### config.mk
export PLATFORM = sky130hd
export DESIGN_NAME = dwpid_ctrl
export DESIGN_NICKNAME = d
export VERILOG_FILES = /design/src/hw/rtl/dwpid_pkg.sv /design/src/hw/rtl/dwpid_ctrl.sv
export SDC_FILE = /design/constraint.sdc
export NUM_CORES = 1
export LEC_CHECK = 0
export ABC_AREA = 1
export BUFFER_PORTS_ARGS = -buffer_cell sky130_fd_sc_hd__buf_4
export CAP_MARGIN = 25
export CORE_AREA = 2 2 39 41
export CTS_BUF_LIST = sky130_fd_sc_hd__clkbuf_4 sky130_fd_sc_hd__clkbuf_8
export DETAILED_ROUTE_END_ITERATION = 10
export DIE_AREA = 0 0 41 43
export PLACE_DENSITY = 0.67
export SETUP_SLACK_MARGIN = 0.3
export SLEW_MARGIN = 40
export SYNTH_ARGS = -nofsm -noshare
export SYNTH_HDL_FRONTEND = slang
export SYNTH_SLANG_ARGS = --single-unit
### constraint.sdc
create_clock -name clk -period 3.1 [get_ports clk]
set_input_delay 0 -clock clk [delete_from_list [all_inputs] [get_ports clk]]
set_output_delay 0 -clock clk [all_outputs]
set_load 0.02 [all_outputs]
### src/hw/rtl/dwpid_pkg.sv
`default_nettype none
package dwpid_pkg;

    // field and datapath widths
    localparam int GoalW    = 16;
    localparam int CountW   = 32;
    localparam int TimeW    = 32;
    localparam int GainW    = 48;
    localparam int CoefW    = 16;
    localparam int PeriodW  = 10;
    localparam int TppW     = 16;
    localparam int SpeedW   = 16;
    localparam int ErrW     = 18;
    localparam int IntegW   = 48;
    localparam int MulAW    = 19;
    localparam int MulBW    = 34;
    localparam int ProdW    = 53;
    localparam int SumW     = 64;
    localparam int DivNW    = 48;
    localparam int DivDW    = 32;
    localparam int PwmW     = 8;
    localparam int CfgIdxW  = 3;
    localparam int CfgDataW = 48;

    // configuration register indexes
    typedef enum logic [CfgIdxW-1:0] {
        REG_LFWD,
        REG_LREV,
        REG_RFWD,
        REG_RREV,
        REG_PERIOD,
        REG_TPP
    } cfg_reg_t;

    // datapath operations
    typedef enum logic [3:0] {
        OP_NONE,
        OP_LOAD,
        OP_MEAS_MUL,
        OP_MEAS_DIV,
        OP_MEAS_WB,
        OP_COMMIT,
        OP_ERR,
        OP_INT,
        OP_ILO,
        OP_IHI,
        OP_KD,
        OP_D_START,
        OP_D_WB,
        OP_PUSH
    } op_t;

    typedef struct packed {
        op_t  op;
        logic wheel;
    } dp_cmd_t;

    typedef struct packed {
        logic due;
        logic div_done;
        logic out_free;
    } dp_status_t;

    typedef enum logic [3:0] {
        ST_IDLE,
        ST_MMUL,
        ST_MDIV,
        ST_MWAIT,
        ST_COMMIT,
        ST_ERR,
        ST_INT,
        ST_ILO,
        ST_IHI,
        ST_KD,
        ST_DDIV,
        ST_DWAIT,
        ST_PUSH
    } state_t;

endpackage
`default_nettype wire

### src/hw/rtl/dwpid_ctrl.sv
`default_nettype none
module dwpid_ctrl
    import dwpid_pkg::*;
(
    input  wire logic       clk,
    input  wire logic       rst_n,
    input  wire logic       in_valid,
    output logic            in_stall,
    input  wire dp_status_t status,
    output dp_cmd_t         cmd
);

    state_t state_reg, state_next;
    logic   wheel_reg, wheel_next;

    always_ff @(posedge clk or negedge rst_n)
    begin
        if (!rst_n)
        begin
            state_reg <= ST_IDLE;
            wheel_reg <= 1'b0;
        end
        else
        begin
            state_reg <= state_next;
            wheel_reg <= wheel_next;
        end
    end

    // sequence: optional speed sample per wheel, then pid per wheel, then push
    always_comb
    begin
        state_next = state_reg;
        wheel_next = wheel_reg;
        cmd.op     = OP_NONE;
        cmd.wheel  = wheel_reg;
        in_stall   = 1'b1;
        unique case (state_reg)
            ST_IDLE:
            begin
                in_stall = 1'b0;
                if (in_valid)
                begin
                    cmd.op     = OP_LOAD;
                    wheel_next = 1'b0;
                    state_next = ST_MMUL;
                end
            end
            ST_MMUL:
            begin
                if (status.due)
                begin
                    cmd.op     = OP_MEAS_MUL;
                    state_next = ST_MDIV;
                end
                else
                begin
                    state_next = ST_ERR;
                end
            end
            ST_MDIV:
            begin
                cmd.op     = OP_MEAS_DIV;
                state_next = ST_MWAIT;
            end
            ST_MWAIT:
            begin
                if (status.div_done)
                begin
                    cmd.op = OP_MEAS_WB;
                    if (wheel_reg)
                    begin
                        state_next = ST_COMMIT;
                    end
                    else
                    begin
                        wheel_next = 1'b1;
                        state_next = ST_MMUL;
                    end
                end
            end
            ST_COMMIT:
            begin
                cmd.op     = OP_COMMIT;
                wheel_next = 1'b0;
                state_next = ST_ERR;
            end
            ST_ERR:
            begin
                cmd.op     = OP_ERR;
                state_next = ST_INT;
            end
            ST_INT:
            begin
                cmd.op     = OP_INT;
                state_next = ST_ILO;
            end
            ST_ILO:
            begin
                cmd.op     = OP_ILO;
                state_next = ST_IHI;
            end
            ST_IHI:
            begin
                cmd.op     = OP_IHI;
                state_next = ST_KD;
            end
            ST_KD:
            begin
                cmd.op     = OP_KD;
                state_next = ST_DDIV;
            end
            ST_DDIV:
            begin
                cmd.op     = OP_D_START;
                state_next = ST_DWAIT;
            end
            ST_DWAIT:
            begin
                if (status.div_done)
                begin
                    cmd.op = OP_D_WB;
                    if (wheel_reg)
                    begin
                        state_next = ST_PUSH;
                    end
                    else
                    begin
                        wheel_next = 1'b1;
                        state_next = ST_ERR;
                    end
                end
            end
            ST_PUSH:
            begin
                if (status.out_free)
                begin
                    cmd.op     = OP_PUSH;
                    state_next = ST_IDLE;
                end
            end
            default:
            begin
                state_next = ST_IDLE;
            end
        endcase
    end

    a_push_waits: assert property (@(posedge clk) disable iff (!rst_n)
        (state_reg == ST_PUSH && !status.out_free) |=> (state_reg == ST_PUSH))
        else $error("result dropped while output stage full");

    a_sample_skip: assert property (@(posedge clk) disable iff (!rst_n)
        (state_reg == ST_MMUL && !status.due) |=> (state_reg == ST_ERR && !wheel_reg))
        else $error("speed sample not skipped cleanly");

endmodule
`default_nettype wire

Word level (Yosys, flattened, before mapping)
Index checks and enable logic that the tools add are counted.
{"block": "totals", "ff_bits": 5, "in_bits": 6, "out_inout_bits": 6, "elab_cells": 42}
{"block": "classes", "n_eq_ne": 17, "mux": 18, "reduce_logical": 5}
{"cell": "$pmux W4 S13", "n": 2}
{"cell": "$mux W4", "n": 7}
{"cell": "$eq A4 B4 Y1 const B", "n": 5}
{"cell": "$eq A4 B3 Y1 const B", "n": 4}
{"cell": "$mux W3", "n": 3}
{"cell": "$eq A4 B2 Y1 const B", "n": 2}
{"cell": "$ne A2 B2 Y1 const B", "n": 4}
{"cell": "$eq A4 B1 Y1 const B", "n": 1}
{"cell": "$logic_not A4 Y1", "n": 1}
{"cell": "$mux W1", "n": 4}
{"cell": "$reduce_and A4 Y1", "n": 1}
{"cell": "$pmux W1 S3", "n": 1}
{"cell": "$reduce_and A3 Y1", "n": 1}
{"cell": "$reduce_bool A3 Y1", "n": 1}
{"cell": "$mux W2", "n": 1}
{"cell": "$ne A2 B1 Y1 const B", "n": 1}
{"cell": "$reduce_or A2 Y1", "n": 1}

Longest topological paths before layout
{"block": "logic_depth", "word_depth": 4, "mapped_depth": 7, "ltp_nobuf": 7}

Worst setup path after synthesis
Ideal clock, no wire load.
{"block": "synth_path", "path_kind": "reg2reg", "startpoint": "register state_reg[1]", "endpoint": "register state_reg[3]", "setup_ns": 0.119, "arrival_time_ns": 0.966, "required_time_ns": 2.981, "path_slack_ns": 2.015, "stages_incl_launch_ff": 7, "n_path_buf": 0, "period_less_slack_ns": 1.085, "path_cell_list": "dfrtp_1 -> nor2_2 -> nand2_1 -> nor2_4 -> nor2_2 -> nand2_1 -> o21ai_2"}
{"block": "synth_via", "elab_chain_len": 3, "elab_cells_between_ends": 19, "cone_classes": "eq/ne (16); mux (1); reduce/logical (2)"}
{"element": "start, declared", "line": "dwpid_ctrl.sv:13", "source": "state_t state_reg, state_next;"}
{"element": "start signal, assigned", "line": "dwpid_ctrl.sv:25", "source": "state_reg <= state_next;"}
{"element": "$eq A4 B2 Y1, or another cell as far along", "line": "dwpid_ctrl.sv:38", "source": "unique case (state_reg)"}
{"element": "$ne A2 B2 Y1 (no line)"}
{"element": "$reduce_and A4 Y1 (no line)"}
Several ways; a longest one is shown, not always the timed one.
A chain may end at the register's enable or synchronous reset.

==> metrics.md <==
| Metric | Value |
|---|---|
| Vias | 466 |
| Max reg flops | 4 |
| Number of vias per cell | about 4.6 |
| Worst setup EP type | primary output |
| RSZ-0062 raised after global routing | no |
| Setup Buffers After CTS | 0 |
| Total core area | approximately 1400 um2 |
| WL/cell | roughly 10 um |
| Clk pin slew, worst setup/hold paths | 0.04 ns |
| Syn Nets | 77 |
| # port buffers | 11 |
| Crit-path max FO | 5 |
| CP Data Required Time | around 3.1 ns |
| Routed Wire Length | between 1 and 1.5 mm |
| Crit Path Category | reg -> out |
| Global-route usage over all layers | 14.3% |
| HPWL after DPL | 875 um |
| Num rows | 14 |
| Worst relative slew slack | between 80% and 90% |
| Grt ovf | 0 |
| Post-route ant nets | 0 |
| Fillers | ~160 |
| CP top delay family | simple AND/OR/NAND/NOR gates |
| Initial DRT Pass Iterations | 4 |
| Max_cap viols | 0 |
| Pwr dens | 1140 nW/um2 |
| Global-route wire length before repair | 1.63 mm |
| Die Ht | 43 um |
| Leakage power | 0.316 nW |
| Critical R2R Launch | state_reg[2]$_DFFE_PN0P_ |
| Hold_ws | 0.0294 ns |
| Mapped Cells | between 70 and 80 |
| Cell area after synthesis | 440 um2 |
| Gr busiest metal | met2 |
| Met2 global-route usage | 20.3% |
| Sequential area share after synthesis | 28.4% |
| Max-slew violations | 0 |
| CTS Hold Buffers Added | 1 |
| Setup Skew | 0.00195 ns |
| Clock Sinks | 5 |
| Minimum clock period | between 1 and 1.5 ns |
| GR Layer Usage met3 | 3.14% |
| Total negative slack | 0 ns |
| Post-synth cell types | 17 |
| Number of DRC markers in iteration 0 | 2 |
| Final period util | 46.0% |
| I/O Pins | 12 |
| Initial antenna violation count | 0 |
| CTS resizes | 0 |
| Maximum VDD drop | 0.392 mV |
| Max Freq | 0.701 GHz |
| Hold Crit Class | in -> reg |
| Status | finished, final reports clean |
| Levels on crit path | 6 |
| Later-pin clock latency in the skew report | 0.24 ns |
| Root buffer cell | clkbuf_4 |
| FF-to-FF End | state_reg[3]$_DFFE_PN0P_ |
| Largest net degree at the start of global routing | 7 |
| Die ar. | 1760 um2 |
| Met1 Usage GRT | 18.2% |
| Number of hold violations in the final report | 0 |
| Area delta synth->final | 30.7% |
| Final #Nets | 93 |
| Worst Path Buf+Inv | 1 |
| Slew @ Worst Pin | 0.249 ns |
| Initial Util | 31.8% |
| Reg2Reg Depth | 6 |
| CP arrival | 1.43 ns |
| Syn Area/Cell | slightly above 6 um2 |
| Max Buffers Root-to-Sink | 2 |
| Critical path's slowest cell | dfrtp_1 |
| Reg-to-reg slack, setup | 1.87 ns |
| CTS tree | done |
| Final Setup Violations | 0 |
| Peak per-stage delay on the critical path | 0.42 ns |
| Inserted Clock Buffers | 3 |
| Gpl congestion | approximately 0.78 |
| # DRC | 0 |
| Number of synthesis warnings | 0 |
| CTS H-tree lvls | 1 |
| Most used cell, CP | nand2_1 |
| Setup crit end | cmd[1] |
| Yosys reg bits | 5 |
| Setup crit start | state_reg[1]$_DFFE_PN0P_ |
| Layout cell share with drive strength beyond 1 | between 30% and 40% |
| CP Launch Type | flip-flop |
| Vias in the first global route | 391 |
| Diodes inserted | 0 |
| Die Wd | between 40 and 50 um |
| CP Cell Sequence | nor2_2, nand2_1, a21oi_1, nor2_1, nand2_1, buf_4 |
[how the worst min path moves through the flow]
stage	start	endpoint	slack [ns]	cells past startpoint
2_1_floorplan	rst_n	state_reg[0]$_DFFE_PN0P_	-0.30	0
3_3_place_gp	rst_n	state_reg[3]$_DFFE_PN0P_	-0.20	1
3_5_place_dp	rst_n	state_reg[3]$_DFFE_PN0P_	-0.20	1
4_1_cts	status[0]	state_reg[2]$_DFFE_PN0P_	0.02	4
5_1_grt	status[0]	state_reg[2]$_DFFE_PN0P_	0.05	4
6_report	status[0]	state_reg[2]$_DFFE_PN0P_	0.03	4
[placed cells by master (no fill, tap or decap), drive strengths merged]
cell	n
nand2	24
dfrtp	5
o21ai	3
clkbuf	4
dlygate4sd3	1
o22ai	1
nor2	12
a21oi	1
buf	11
nand3b	1
o211ai	1
inv	12
nand3	10
[final cells by class]
type	count	area [um2]	area share [%]
multi-input cells	53	263	45.7
well taps	16	20.0	3.48
clock buffers	4	30.0	5.22
repair buffers	12	92.6	16.1
flip-flops and latches	5	125	21.7
inverters	12	45.0	7.83
[kinds of logic (layout without fill, tap and decap cells)]
| group | after synthesis | count (layout) | synth area share [%] |
|---|---|---|---|
| AND/OR/NAND/NOR | 47 | 47 | 51.1 |
| buffers and inverters | 13 | 28 | 11.9 |
| AO/OA/AOI/OAI | 6 | 6 | 8.52 |
| flip-flops | 5 | 5 | 28.4 |
[metrics by stage]
step | std cells | worst slack [ns] | util, % | total power [W] | cell area [um2]
6_report | 102 | 1.67 | 41.6 | 0.000657 | 576
5_1_grt | 102 | 1.55 | 41.6 | 0.000722 | 576
4_1_cts | 102 | 1.65 | 41.6 | 0.000666 | 576
3_5_place_dp | 97 | 1.87 | 38.7 | 0.000579 | 536
3_3_place_gp | 97 | 1.90 | 38.7 | 0.000572 | 536
2_1_floorplan | 71 | 2.02 | - | 0.000442 | 440
[cell usage after synthesis, drive strengths merged]
library cell	count	area (um2)
a21oi	1	5.00
buf	1	7.51
dfrtp	5	125
inv	12	45.0
nand2	24	97.6
nand3	10	55.1
nand3b	1	7.51
nor2	12	65.1
o211ai	1	7.51
o21ai	3	18.8
o22ai	1	6.26
[worst min-delay path, stage by stage]
cell,delay (ns)
buf_4,0.10
nor2_4,0.04
inv_1,0.04
nand2_1,0.05
[layer usage]
metal  vias to the layer above  share of wire (%)
met3                         0                3.6
met2                         9                 52
met5                         -                  0
li1                        249                  -
met4                         0                  0
met1                       208                 45
[where the power goes]
group	switching (W)	internal [W]	total, W	leakage, nW
Clock	0.0000237	0.0000572	0.0000809	0.0184
Sequential	0.0000462	0.0000977	0.000144	0.0627
Combinational	0.000268	0.000165	0.000433	0.235
Total	0.000338	0.000319	0.000657	0.316
Power figures use the tool's default switching activity.
